## config.mk

```make
export PLATFORM = sky130hd
export DESIGN_NAME = http_request_line_parser
export DESIGN_NICKNAME = d
export VERILOG_FILES = /design/src/rtl/hrlp_pkg.sv /design/src/rtl/hrlp_in_stage.sv /design/src/rtl/hrlp_core.sv /design/src/rtl/hrlp_out_stage.sv /design/src/rtl/http_request_line_parser.sv
export SDC_FILE = /design/constraint.sdc
export NUM_CORES = 1
export LEC_CHECK = 0
export ABC_AREA = 1
export BUFFER_PORTS_ARGS = -buffer_cell sky130_fd_sc_hd__buf_2
export CORE_AREA = 2 2 112 114
export DETAILED_ROUTE_END_ITERATION = 8
export DIE_AREA = 0 0 114 116
export PLACE_DENSITY = 0.62
export SLEW_MARGIN = 0
export SYNTH_ARGS = -nofsm -noshare
export SYNTH_HDL_FRONTEND = slang
export SYNTH_SLANG_ARGS = --single-unit
```

## constraint.sdc

```tcl
create_clock -name clk -period 5.33 [get_ports clk]
set_input_delay 0.7995 -clock clk [delete_from_list [all_inputs] [get_ports clk]]
set_output_delay 0.7995 -clock clk [all_outputs]
set_load 0.02 [all_outputs]
```

## src/rtl/hrlp_pkg.sv

```systemverilog
// Package with the types, constants and helper functions of the request line parser.
package hrlp_pkg;

    localparam int MAX_PATH    = 256;
    localparam int PCOUNT_W    = $clog2(MAX_PATH + 1);
    localparam int SAT_W       = PCOUNT_W + 8;
    localparam int KPOS_W      = 3;
    localparam int NUM_METH    = 4;
    localparam int NUM_VER     = 3;
    localparam int IN_TDATA_W  = 8;
    localparam int OUT_TDATA_W = 32;
    localparam int OUT_TUSER_W = 4;

    typedef enum logic [4:0] {
        PH_METHOD   = 5'b00001,
        PH_SKIP     = 5'b00010,
        PH_PATH     = 5'b00100,
        PH_VERSION  = 5'b01000,
        PH_FINISHED = 5'b10000
    } phase_t;

    typedef enum logic [2:0] {
        ST_PENDING     = 3'd0,
        ST_SUCCESS     = 3'd1,
        ST_BAD_METHOD  = 3'd2,
        ST_PATH_LONG   = 3'd3,
        ST_BAD_VERSION = 3'd4,
        ST_IGNORED     = 3'd5
    } status_t;

    localparam logic [7:0] CHAR_SPACE   = 8'h20;
    localparam logic [7:0] CHAR_NEWLINE = 8'h0A;

    // Method keywords GET, PUT, POST and DELETE, padded with zeros.
    localparam logic [7:0] METH_TEXT [NUM_METH][8] = '{
        '{8'h47, 8'h45, 8'h54, 8'h00, 8'h00, 8'h00, 8'h00, 8'h00},
        '{8'h50, 8'h55, 8'h54, 8'h00, 8'h00, 8'h00, 8'h00, 8'h00},
        '{8'h50, 8'h4F, 8'h53, 8'h54, 8'h00, 8'h00, 8'h00, 8'h00},
        '{8'h44, 8'h45, 8'h4C, 8'h45, 8'h54, 8'h45, 8'h00, 8'h00}
    };
    localparam logic [KPOS_W:0] METH_LEN [NUM_METH] = '{4'd3, 4'd3, 4'd4, 4'd6};

    // Version keywords HTTP/1.1, HTTP/2 and HTTP/3, padded with zeros.
    localparam logic [7:0] VER_TEXT [NUM_VER][8] = '{
        '{8'h48, 8'h54, 8'h54, 8'h50, 8'h2F, 8'h31, 8'h2E, 8'h31},
        '{8'h48, 8'h54, 8'h54, 8'h50, 8'h2F, 8'h32, 8'h00, 8'h00},
        '{8'h48, 8'h54, 8'h54, 8'h50, 8'h2F, 8'h33, 8'h00, 8'h00}
    };
    localparam logic [KPOS_W:0] VER_LEN [NUM_VER] = '{4'd8, 4'd6, 4'd6};

    typedef struct packed {
        logic [7:0] data_byte;
        logic       start_flag;
    } item_t;

    typedef struct packed {
        status_t    status;
        logic [1:0] method_code;
        logic [1:0] version_code;
        logic [7:0] path_byte;
        logic       path_byte_valid;
        logic [7:0] path_index;
        logic [7:0] path_length;
    } result_t;

    function automatic logic [7:0] sat8(input logic [PCOUNT_W-1:0] count);
        logic [SAT_W-1:0] ext;
        ext = SAT_W'(count);
        return (ext > SAT_W'(255)) ? 8'hFF : ext[7:0];
    endfunction

endpackage

```

## src/rtl/hrlp_in_stage.sv

```systemverilog
// Input register stage that captures one request byte from the slave stream.
module hrlp_in_stage (
    input  logic                          clk,
    input  logic                          rst_n,
    input  logic                          s_axis_tvalid,
    output logic                          s_axis_tready,
    input  logic [hrlp_pkg::IN_TDATA_W-1:0] s_axis_tdata,
    input  logic                          s_axis_tuser,
    input  logic                          take,
    output logic                          item_valid,
    output hrlp_pkg::item_t               item
);

    logic            valid_reg;
    logic            valid_next;
    hrlp_pkg::item_t item_reg;

    assign s_axis_tready = !valid_reg || take;
    assign item_valid    = valid_reg;
    assign item          = item_reg;

    always_comb
    begin
        valid_next = valid_reg;
        if (s_axis_tready)
        begin
            valid_next = s_axis_tvalid;
        end
    end

    always_ff @(posedge clk or negedge rst_n)
    begin
        if (!rst_n)
        begin
            valid_reg <= 1'b0;
        end
        else
        begin
            valid_reg <= valid_next;
        end
    end

    always_ff @(posedge clk)
    begin
        if (s_axis_tready && s_axis_tvalid)
        begin
            item_reg.data_byte  <= s_axis_tdata[7:0];
            item_reg.start_flag <= s_axis_tuser;
        end
    end

endmodule

```

## src/rtl/hrlp_core.sv

```systemverilog
// Parser state and the combinational next-state and result logic for one byte.
module hrlp_core (
    input  logic              clk,
    input  logic              rst_n,
    input  logic              fire,
    input  hrlp_pkg::item_t   item,
    output hrlp_pkg::result_t result
);

    hrlp_pkg::phase_t               phase_reg;
    hrlp_pkg::phase_t               phase_next;
    logic [hrlp_pkg::KPOS_W-1:0]    kpos_reg;
    logic [hrlp_pkg::KPOS_W-1:0]    kpos_next;
    logic [hrlp_pkg::NUM_METH-1:0]  mcand_reg;
    logic [hrlp_pkg::NUM_METH-1:0]  mcand_next;
    logic [hrlp_pkg::NUM_VER-1:0]   vcand_reg;
    logic [hrlp_pkg::NUM_VER-1:0]   vcand_next;
    logic [1:0]                     mfound_reg;
    logic [1:0]                     mfound_next;
    logic [hrlp_pkg::PCOUNT_W-1:0]  pcount_reg;
    logic [hrlp_pkg::PCOUNT_W-1:0]  pcount_next;

    hrlp_pkg::phase_t               cur_phase;
    logic [hrlp_pkg::KPOS_W-1:0]    cur_kpos;
    logic [hrlp_pkg::NUM_METH-1:0]  cur_mcand;
    logic [hrlp_pkg::NUM_VER-1:0]   cur_vcand;
    logic [1:0]                     cur_mfound;
    logic [hrlp_pkg::PCOUNT_W-1:0]  cur_pcount;
    logic [hrlp_pkg::KPOS_W:0]      pos_ext;
    logic [hrlp_pkg::KPOS_W:0]      pos_inc;
    logic [7:0]                     b;

    always_comb
    begin
        // A start flag clears the parser before this byte is handled.
        if (item.start_flag)
        begin
            cur_phase  = hrlp_pkg::PH_METHOD;
            cur_kpos   = '0;
            cur_mcand  = '1;
            cur_vcand  = '1;
            cur_mfound = '0;
            cur_pcount = '0;
        end
        else
        begin
            cur_phase  = phase_reg;
            cur_kpos   = kpos_reg;
            cur_mcand  = mcand_reg;
            cur_vcand  = vcand_reg;
            cur_mfound = mfound_reg;
            cur_pcount = pcount_reg;
        end
    end

    assign b       = item.data_byte;
    assign pos_ext = {1'b0, cur_kpos};
    assign pos_inc = pos_ext + 1'b1;

    always_comb
    begin
        phase_next  = cur_phase;
        kpos_next   = cur_kpos;
        mcand_next  = cur_mcand;
        vcand_next  = cur_vcand;
        mfound_next = cur_mfound;
        pcount_next = cur_pcount;

        result.status          = hrlp_pkg::ST_PENDING;
        result.method_code     = 2'd0;
        result.version_code    = 2'd0;
        result.path_byte       = 8'd0;
        result.path_byte_valid = 1'b0;
        result.path_index      = 8'd0;

        case (cur_phase)
            hrlp_pkg::PH_METHOD:
            begin
                for (int i = 0; i < hrlp_pkg::NUM_METH; i++)
                begin
                    if (pos_ext >= hrlp_pkg::METH_LEN[i]
                        || hrlp_pkg::METH_TEXT[i][cur_kpos] != b)
                    begin
                        mcand_next[i] = 1'b0;
                    end
                end
                kpos_next = pos_inc[hrlp_pkg::KPOS_W-1:0];
                if (mcand_next == '0)
                begin
                    result.status = hrlp_pkg::ST_BAD_METHOD;
                    phase_next    = hrlp_pkg::PH_FINISHED;
                end
                else
                begin
                    for (int i = 0; i < hrlp_pkg::NUM_METH; i++)
                    begin
                        if (mcand_next[i] && hrlp_pkg::METH_LEN[i] == pos_inc)
                        begin
                            mfound_next = 2'(i);
                            phase_next  = hrlp_pkg::PH_SKIP;
                            kpos_next   = '0;
                        end
                    end
                end
            end
            hrlp_pkg::PH_SKIP:
            begin
                phase_next = hrlp_pkg::PH_PATH;
            end
            hrlp_pkg::PH_PATH:
            begin
                if (b == hrlp_pkg::CHAR_SPACE || b == hrlp_pkg::CHAR_NEWLINE)
                begin
                    phase_next = hrlp_pkg::PH_VERSION;
                    kpos_next  = '0;
                end
                else
                begin
                    result.path_byte       = b;
                    result.path_byte_valid = 1'b1;
                    result.path_index      = hrlp_pkg::sat8(cur_pcount);
                    pcount_next            = cur_pcount + 1'b1;
                    if (pcount_next >= hrlp_pkg::PCOUNT_W'(hrlp_pkg::MAX_PATH))
                    begin
                        result.status = hrlp_pkg::ST_PATH_LONG;
                        phase_next    = hrlp_pkg::PH_FINISHED;
                    end
                end
            end
            hrlp_pkg::PH_VERSION:
            begin
                for (int i = 0; i < hrlp_pkg::NUM_VER; i++)
                begin
                    if (pos_ext >= hrlp_pkg::VER_LEN[i]
                        || hrlp_pkg::VER_TEXT[i][cur_kpos] != b)
                    begin
                        vcand_next[i] = 1'b0;
                    end
                end
                kpos_next = pos_inc[hrlp_pkg::KPOS_W-1:0];
                if (vcand_next == '0)
                begin
                    result.status = hrlp_pkg::ST_BAD_VERSION;
                    phase_next    = hrlp_pkg::PH_FINISHED;
                end
                else
                begin
                    for (int i = 0; i < hrlp_pkg::NUM_VER; i++)
                    begin
                        if (vcand_next[i] && hrlp_pkg::VER_LEN[i] == pos_inc)
                        begin
                            result.status       = hrlp_pkg::ST_SUCCESS;
                            result.method_code  = cur_mfound;
                            result.version_code = 2'(i);
                            phase_next          = hrlp_pkg::PH_FINISHED;
                        end
                    end
                end
            end
            default:
            begin
                result.status = hrlp_pkg::ST_IGNORED;
            end
        endcase

        result.path_length = hrlp_pkg::sat8(pcount_next);
    end

    always_ff @(posedge clk or negedge rst_n)
    begin
        if (!rst_n)
        begin
            phase_reg  <= hrlp_pkg::PH_METHOD;
            kpos_reg   <= '0;
            mcand_reg  <= '1;
            vcand_reg  <= '1;
            mfound_reg <= '0;
            pcount_reg <= '0;
        end
        else if (fire)
        begin
            phase_reg  <= phase_next;
            kpos_reg   <= kpos_next;
            mcand_reg  <= mcand_next;
            vcand_reg  <= vcand_next;
            mfound_reg <= mfound_next;
            pcount_reg <= pcount_next;
        end
    end

endmodule

```

## src/rtl/hrlp_out_stage.sv

```systemverilog
// Result register stage that drives the master stream.
module hrlp_out_stage (
    input  logic                             clk,
    input  logic                             rst_n,
    input  logic                             fire,
    input  hrlp_pkg::result_t                result,
    output logic                             take,
    output logic                             m_axis_tvalid,
    input  logic                             m_axis_tready,
    output logic [hrlp_pkg::OUT_TDATA_W-1:0] m_axis_tdata,
    output logic [hrlp_pkg::OUT_TUSER_W-1:0] m_axis_tuser
);

    logic              valid_reg;
    logic              valid_next;
    hrlp_pkg::result_t res_reg;

    assign take          = !valid_reg || m_axis_tready;
    assign m_axis_tvalid = valid_reg;
    assign m_axis_tdata  = {4'd0, res_reg.path_length, res_reg.path_index,
                            res_reg.path_byte, res_reg.version_code, res_reg.method_code};
    assign m_axis_tuser  = {res_reg.path_byte_valid, res_reg.status};

    always_comb
    begin
        valid_next = valid_reg;
        if (take)
        begin
            valid_next = fire;
        end
    end

    always_ff @(posedge clk or negedge rst_n)
    begin
        if (!rst_n)
        begin
            valid_reg <= 1'b0;
        end
        else
        begin
            valid_reg <= valid_next;
        end
    end

    always_ff @(posedge clk)
    begin
        if (fire)
        begin
            res_reg <= result;
        end
    end

endmodule

```

## src/rtl/http_request_line_parser.sv

```systemverilog
// Top level of the byte-serial HTTP request line parser.
// The parser takes one request byte per cycle while m_axis_tready does not stall it and returns
// one result per byte, through one input register and one result register; the method, path
// and version state is computed combinationally for each byte, which allows one byte per clock.
// tuser high on a request marks the first byte of a new request line and clears the parser.
module http_request_line_parser (
    input  logic                             clk,
    input  logic                             rst_n,
    input  logic                             s_axis_tvalid,
    output logic                             s_axis_tready,
    // [7:0] data_byte
    input  logic [hrlp_pkg::IN_TDATA_W-1:0]  s_axis_tdata,
    // [0] start_flag
    input  logic                             s_axis_tuser,
    output logic                             m_axis_tvalid,
    input  logic                             m_axis_tready,
    // [1:0] method_code, [3:2] version_code, [11:4] path_byte, [19:12] path_index,
    // [27:20] path_length, [31:28] zero
    output logic [hrlp_pkg::OUT_TDATA_W-1:0] m_axis_tdata,
    // [2:0] status, [3] path_byte_valid
    output logic [hrlp_pkg::OUT_TUSER_W-1:0] m_axis_tuser
);

    logic              take;
    logic              item_valid;
    logic              fire;
    hrlp_pkg::item_t   item;
    hrlp_pkg::result_t result;

    assign fire = item_valid && take;

    hrlp_in_stage u_in (
        .clk           (clk),
        .rst_n         (rst_n),
        .s_axis_tvalid (s_axis_tvalid),
        .s_axis_tready (s_axis_tready),
        .s_axis_tdata  (s_axis_tdata),
        .s_axis_tuser  (s_axis_tuser),
        .take          (take),
        .item_valid    (item_valid),
        .item          (item)
    );

    hrlp_core u_core (
        .clk    (clk),
        .rst_n  (rst_n),
        .fire   (fire),
        .item   (item),
        .result (result)
    );

    hrlp_out_stage u_out (
        .clk           (clk),
        .rst_n         (rst_n),
        .fire          (fire),
        .result        (result),
        .take          (take),
        .m_axis_tvalid (m_axis_tvalid),
        .m_axis_tready (m_axis_tready),
        .m_axis_tdata  (m_axis_tdata),
        .m_axis_tuser  (m_axis_tuser)
    );

endmodule

```

; After elaboration in Yosys (flattened, before gate mapping)
; Memories as Yosys holds them, arrays and structs flattened.
; Index checks and enable logic that the tools add are counted.
[classes]
n_bitwise = 3
n_addsub = 2
order_cmp = 8
n_reduce_logical = 26
n_eq_ne = 17
muxes = 73
[ops]
columns = cell, n
row1 = $mux 8, 15
row2 = $mux 5, 15
row3 = $ne 8x8->1, 7
row4 = $mux 9, 4
row5 = $mux 3, 11
row6 = $pmux 5 s4, 1
row7 = $gt 9x8->1 const B, 2
row8 = $mux 2, 9
row9 = $mux 1, 14
row10 = $pmux 3 s4, 1
row11 = $logic_or 1x1->1, 10
row12 = $add 9x1->9 const B, 1
row13 = $ge 9x9->1 const B, 1
row14 = $logic_and 1x1->1, 9
row15 = $pmux 3 s3, 1
row16 = $eq 3x4->1 const A, 2
row17 = $eq 8x4->1 const B, 1
row18 = $eq 8x6->1 const B, 1
row19 = $mux 4, 2
row20 = $ge 3x3->1 const B, 2
row21 = $eq 5x1->1 const B, 1
row22 = $eq 5x2->1 const B, 1
row23 = $eq 5x3->1 const B, 1
row24 = $eq 5x4->1 const B, 1
row25 = other kinds (13), 16
[totals]
out_inout_bits = 38
input_bits = 13
n_memories = 7
wordCells = 154
romBits = 448
register_bits = 69
[mem_list]
columns = name, words, width, rd, rd_ports_with_merged_regs, wr, line_no
row1 = (no name shown), 8, 8, 1, 0, 0, hrlp_core.sv:135  ; || hrlp_pkg::VER_TEXT[i][cur_kpos] != b)
row2 = (no name shown), 8, 8, 1, 0, 0, hrlp_core.sv:82  ; || hrlp_pkg::METH_TEXT[i][cur_kpos] != b)
row3 = (no name shown), 8, 8, 1, 0, 0, hrlp_core.sv:82
row4 = (no name shown), 8, 8, 1, 0, 0, hrlp_core.sv:82
row5 = (no name shown), 8, 8, 1, 0, 0, hrlp_core.sv:135
row6 = (no name shown), 8, 8, 1, 0, 0, hrlp_core.sv:135
row7 = +1 memories, --, --, --, --, --, --

; Depth between registers and ports, before layout
[depth]
word_depth = 16
depth_mapped = 19
depth_no_buf = 18

; By module
; Synthesis repeated with hierarchy kept, for this count alone.
[hier_totals]
hier_cells = 557
hier_area_um2 = 4284.1
[by_module_without_submodules]
columns = module, area_per_inst_um2, seq_area_each_um2, cells_per_inst, instances
row1 = hrlp_core, 2921.6, 660.6, 498, 1
row2 = hrlp_out_stage, 1039.7, 985.9, 42, 1
row3 = hrlp_in_stage, 315.3, 295.3, 15, 1
row4 = http_request_line_parser, 7.5, 0.0, 2, 1

; Worst setup path after synthesis
; No wires, ideal clock.
[synth_path]
path_kind = register to register
startpoint = reg u_in.item_reg (netlist bit u_in.item[0])
endpoint = reg u_out.res_reg (netlist bit u_out.m_axis_tdata[26]) (data pin)
setup_slack_ps = 3059
required_ps = 5068
arrival_time_ps = 2009
setup_ps = 262
n_path_buf = 2
stages_incl_launch_ff = 14
path_cell_list = edfxtp_1 -> buf_6 -> buf_2 -> nor2_1 -> ha_1 -> nand3_1 -> inv_1 -> nand3_1 -> nor3_1 -> ha_1 -> inv_1 -> nand2_1 -> o21ai_1 -> or2_2
[synth_between]
elab_chain_len = 5
word_cells_on_any_way = 7
cone_classes = add/sub (1) / order compare (1) / eq/ne (1) / mux (4)
[synth_lines]
columns = item, line_no
row1 = "start, declared", hrlp_in_stage.sv:16  ; hrlp_pkg::item_t item_reg;
row2 = $mux 9, hrlp_core.sv:36  ; if (item.start_flag)
row3 = $add 9x1->9, hrlp_core.sv:122  ; pcount_next = cur_pcount + 1'b1;
row4 = $mux 9, hrlp_core.sv:112  ; if (b == hrlp_pkg::CHAR_SPACE || b == hrlp_pkg::CHAR_NEWLINE)
row5 = $mux 9 (*), hrlp_core.sv:76  ; case (cur_phase)
row6 = $gt 9x8->1, hrlp_pkg.sv:69  ; return (ext > SAT_W'(255)) ? 8'hFF : ext[7:0];
row7 = "end signal, assigned", hrlp_out_stage.sv:49  ; res_reg <= result;
row8 = "end, declared", hrlp_out_stage.sv:16  ; hrlp_pkg::result_t res_reg;
; Mark *: on every way between the ends. The rest lies on a longest branch, timed or not.
; A chain may end at the register's enable or synchronous reset.

; Worst setup path in the final report
[layout_path]
startpoint = reg u_in.item_reg (netlist bit u_in.item[0])
endpoint = reg u_out.res_reg (netlist bit u_out.m_axis_tdata[23]) (data pin)
; The elaborated chain is that of the path after synthesis.

==> results.json <==
{
  "outcome": "finished clean",
  "crit_start": "u_in.item[0]",
  "numCtsBuffers": 9,
  "worst_r2r_startpoint": "u_in.item[0]",
  "detailed_place.area_sq_mm": 0.004444,
  "die_y_microns": 116,
  "first_pass_iters": 5,
  "power_mw": 2.033,
  "grt_pass1_wl_microns": 16930,
  "grtUsageTotal_pct": 16.59,
  "synthArstFlopShare_pct": 40.58,
  "synthFlopType": "edfxtp_1",
  "holdBufCountCts": 0,
  "rows": 40,
  "maxSlewHeadroom_pct": 54.95,
  "slowest_stage": "edfxtp_1",
  "ios": 51,
  "crit_type": "flip-flop to flip-flop",
  "nFillCells": 1206,
  "hold_class": "flip-flop to flip-flop",
  "h-tree-depth": 3,
  "crit_path_start_kind": "flip-flop",
  "worst_setup_hold_path_clk_slew_ps": 60,
  "gp_congestion": 0.9671,
  "dpl.hpwl_microns": 7538,
  "holdPathStages": 2,
  "r2r_slack_ps": 2300,
  "drt_iter0_markers": 313,
  "pwr_density_cell_mw_per_mm2": 428.4,
  "crit_path_max_incr_delay_ps": 750,
  "layout_commonest_cell": "nand2_1",
  "synth_edf_count": 41,
  "dp.cells": 690,
  "largest_reg_flops": 28,
  "synth_cell_types": 46,
  "maxCapViolCount": 0,
  "antenna_cells": 0,
  "grt_max_degree": 33,
  "clock_latency_ps": 340,
  "r2r-end": "u_out.m_axis_tdata[23]",
  "start_util_pct": 34.60,
  "path_max_fanout": 22,
  "die_x_microns": 114,
  "fin_cells": 706,
  "syn_to_final_growth_pct": 15.12,
  "slew_violations": 0,
  "pre_cts_slack_ps": 2266,
  "fin_crit_sh_pct": 56.89,
  "max_freq_mhz": 329.8,
  "finalHoldViolCount": 0,
  "clockRootBuffer": "clkbuf_16",
  "die-area_sq_mm": 0.01322,
  "postLayoutSetupSlackWorst_ps": 2298,
  "final_cell_mix": "130 x nand2_1, 62 x nor2_1, 57 x inv_1",
  "worstPathArrival_ps": 3120,
  "overflow": 0,
  "io_buffers": 46,
  "skew_ps": 4.664,
  "post_cts_buffers": 0,
  "drc": 0,
  "first_global_vias": 3513,
  "reg2reg_depth": 12,
  "min_to": "u_core.mcand_reg[2]",
  "cts_sinks": 69,
  "design_area_sq_mm": 0.004745,
  "required_ps": 5410,
  "nNetsFinal": 571,
  "drive_gt1_share_pct": 20.57,
  "peakVddDrop_uv": 161.2,
  "setup_tns_ps": 0,
  "path_common_cell": "nand2_1",
  "vias": 3621,
  "worst_pin_slew_ps": 675.8,
  "yosysSeqAreaShare_pct": 47.12,
  "cp_cell_sequence": "buf_4, nor2_1, nand2_1, inv_1, nand2_1, inv_1, nand2_1, inv_1, nand2_1, o21ai_1, inv_1, nand2_1",
  "setup_viol": 0,
  "avgSynthCellArea_sq_um": 8.065,
  "period_minus_slack_ps": 3032,
  "wirelength_microns": 10280,
  "antenna_found_initial": 0,
  "synthCells": 511,
  "clockBufferDepth": 2,
  "routedWlPerCell_microns": 14.56,
  "syn-cell-area_sq_mm": 0.004121,
  "coreArea_sq_mm": 0.01191,
  "p_leak_nw": 2.227,
  "ys_ff_latch": 69,
  "ys_warn_count": 0,
  "viasPerCell": 5.129,
  "rsz0062_at_grt": "no",
  "ant_nets": 0,
  "cts_tree": "yes",
  "hp-start": "u_core.mcand_reg[2]",
  "end_kind": "flip-flop",
  "cts-resized-gates": 0
}
==> cell usage after synthesis (2+ instances only) <==
cell | count | share of area, %
o21ai_0 | 27 | 3.3
xor2_1 | 8 | 1.7
nor2_2 | 9 | 1.4
dfstp_2 | 8 | 5.1
edfxtp_1 | 41 | 30
a22oi_2 | 2 | 0.61
nand3_2 | 5 | 1.2
nand2_1 | 130 | 12
nor3_1 | 12 | 1.5
buf_4 | 7 | 1.3
inv_1 | 57 | 5.2
nand3_1 | 32 | 3.9
nand2_2 | 9 | 1.4
nand2_4 | 3 | 0.82
nand4_1 | 10 | 1.5
a21oi_1 | 12 | 1.5
nor4_1 | 3 | 0.46
a31oi_1 | 3 | 0.46
o21ai_1 | 3 | 0.36
inv_2 | 4 | 0.36
nor2_1 | 62 | 5.6
a22oi_1 | 4 | 0.73
nor2_4 | 3 | 0.82
o211ai_1 | 2 | 0.36
nand3b_1 | 2 | 0.36
dfrtp_1 | 20 | 12
buf_2 | 7 | 0.85
buf_6 | 2 | 0.55
ha_1 | 4 | 1.2
clkbuf_1 | 4 | 0.36
==> stage by stage <==
stage / utilization [%] / hold slack, ps
CTS: 39.83 / 476.7
global placement: 37.31 / 451.3
floorplan: - / 441.3
detailed placement: 37.31 / 470.7
finish: 39.83 / 477.0
global route: 39.83 / 498.2
==> where the power goes <==
group	switching [mW]	leakage, nW	internal (mW)	total [mW]
clock	0.229	0.146	0.376	0.605
sequential	0.0790	0.746	0.695	0.774
combinational	0.457	1.33	0.196	0.654
total	0.766	2.23	1.27	2.03
==> metal layers <==
metal / global-route usage (%) / wire, microns / part of all wire (%) / vias up
met5: 0 / 0 / 0 / -
met4: 9.919 / 394 / 3.8 / 0
met3: 3.556 / 660 / 6.4 / 27
li1: - / - / - / 1756
met2: 27.58 / 4988 / 49 / 150
met1: 19.86 / 4235 / 41 / 1688
==> critical path: cells and delay by family, from the launching register on <==
family	cells	cell delay (ps)
simple gates	6	980
compound gates	1	90
flops	1	750
buf+inv	5	950
==> cells by family after synthesis <==
family                     after synthesis  share of synthesized area, %
buffers and inverters                   83                         8.955
AOI/OAI and AO/OA                       59                         8.409
adders and majority gates                4                         1.214
DFF                                     69                         47.12
xor gates and xnor gates                 9                         1.913
other                                    1                       0.09099
and+or+nand+nor                        286                         32.30
==> area by class of cell <==
type	instances	area, sq um	area share, %
Timing Repair Buffer	49	252.7	5.327
Clock buffer	11	242.7	5.116
Inverter	63	244.0	5.142
Multi-Input combinational cell	362	1822	38.40
Tap cell	147	183.9	3.877
Sequential cell	69	1942	40.93
Clock inverter	5	57.56	1.213
==> worst max path at each step <==
stage / endpoint / slack [ps] / cells after the start
after floorplan: u_out.m_axis_tdata[26] / 3060 / 13
final: u_out.m_axis_tdata[23] / 2300 / 12
after global routing: u_core.pcount_reg[7] / 2000 / 12
after CTS: u_out.m_axis_tdata[23] / 2250 / 12
after global placement: u_out.m_axis_tdata[27] / 2370 / 12
after detailed placement: u_out.m_axis_tdata[23] / 2270 / 12
Power figures use the tool's default switching activity.
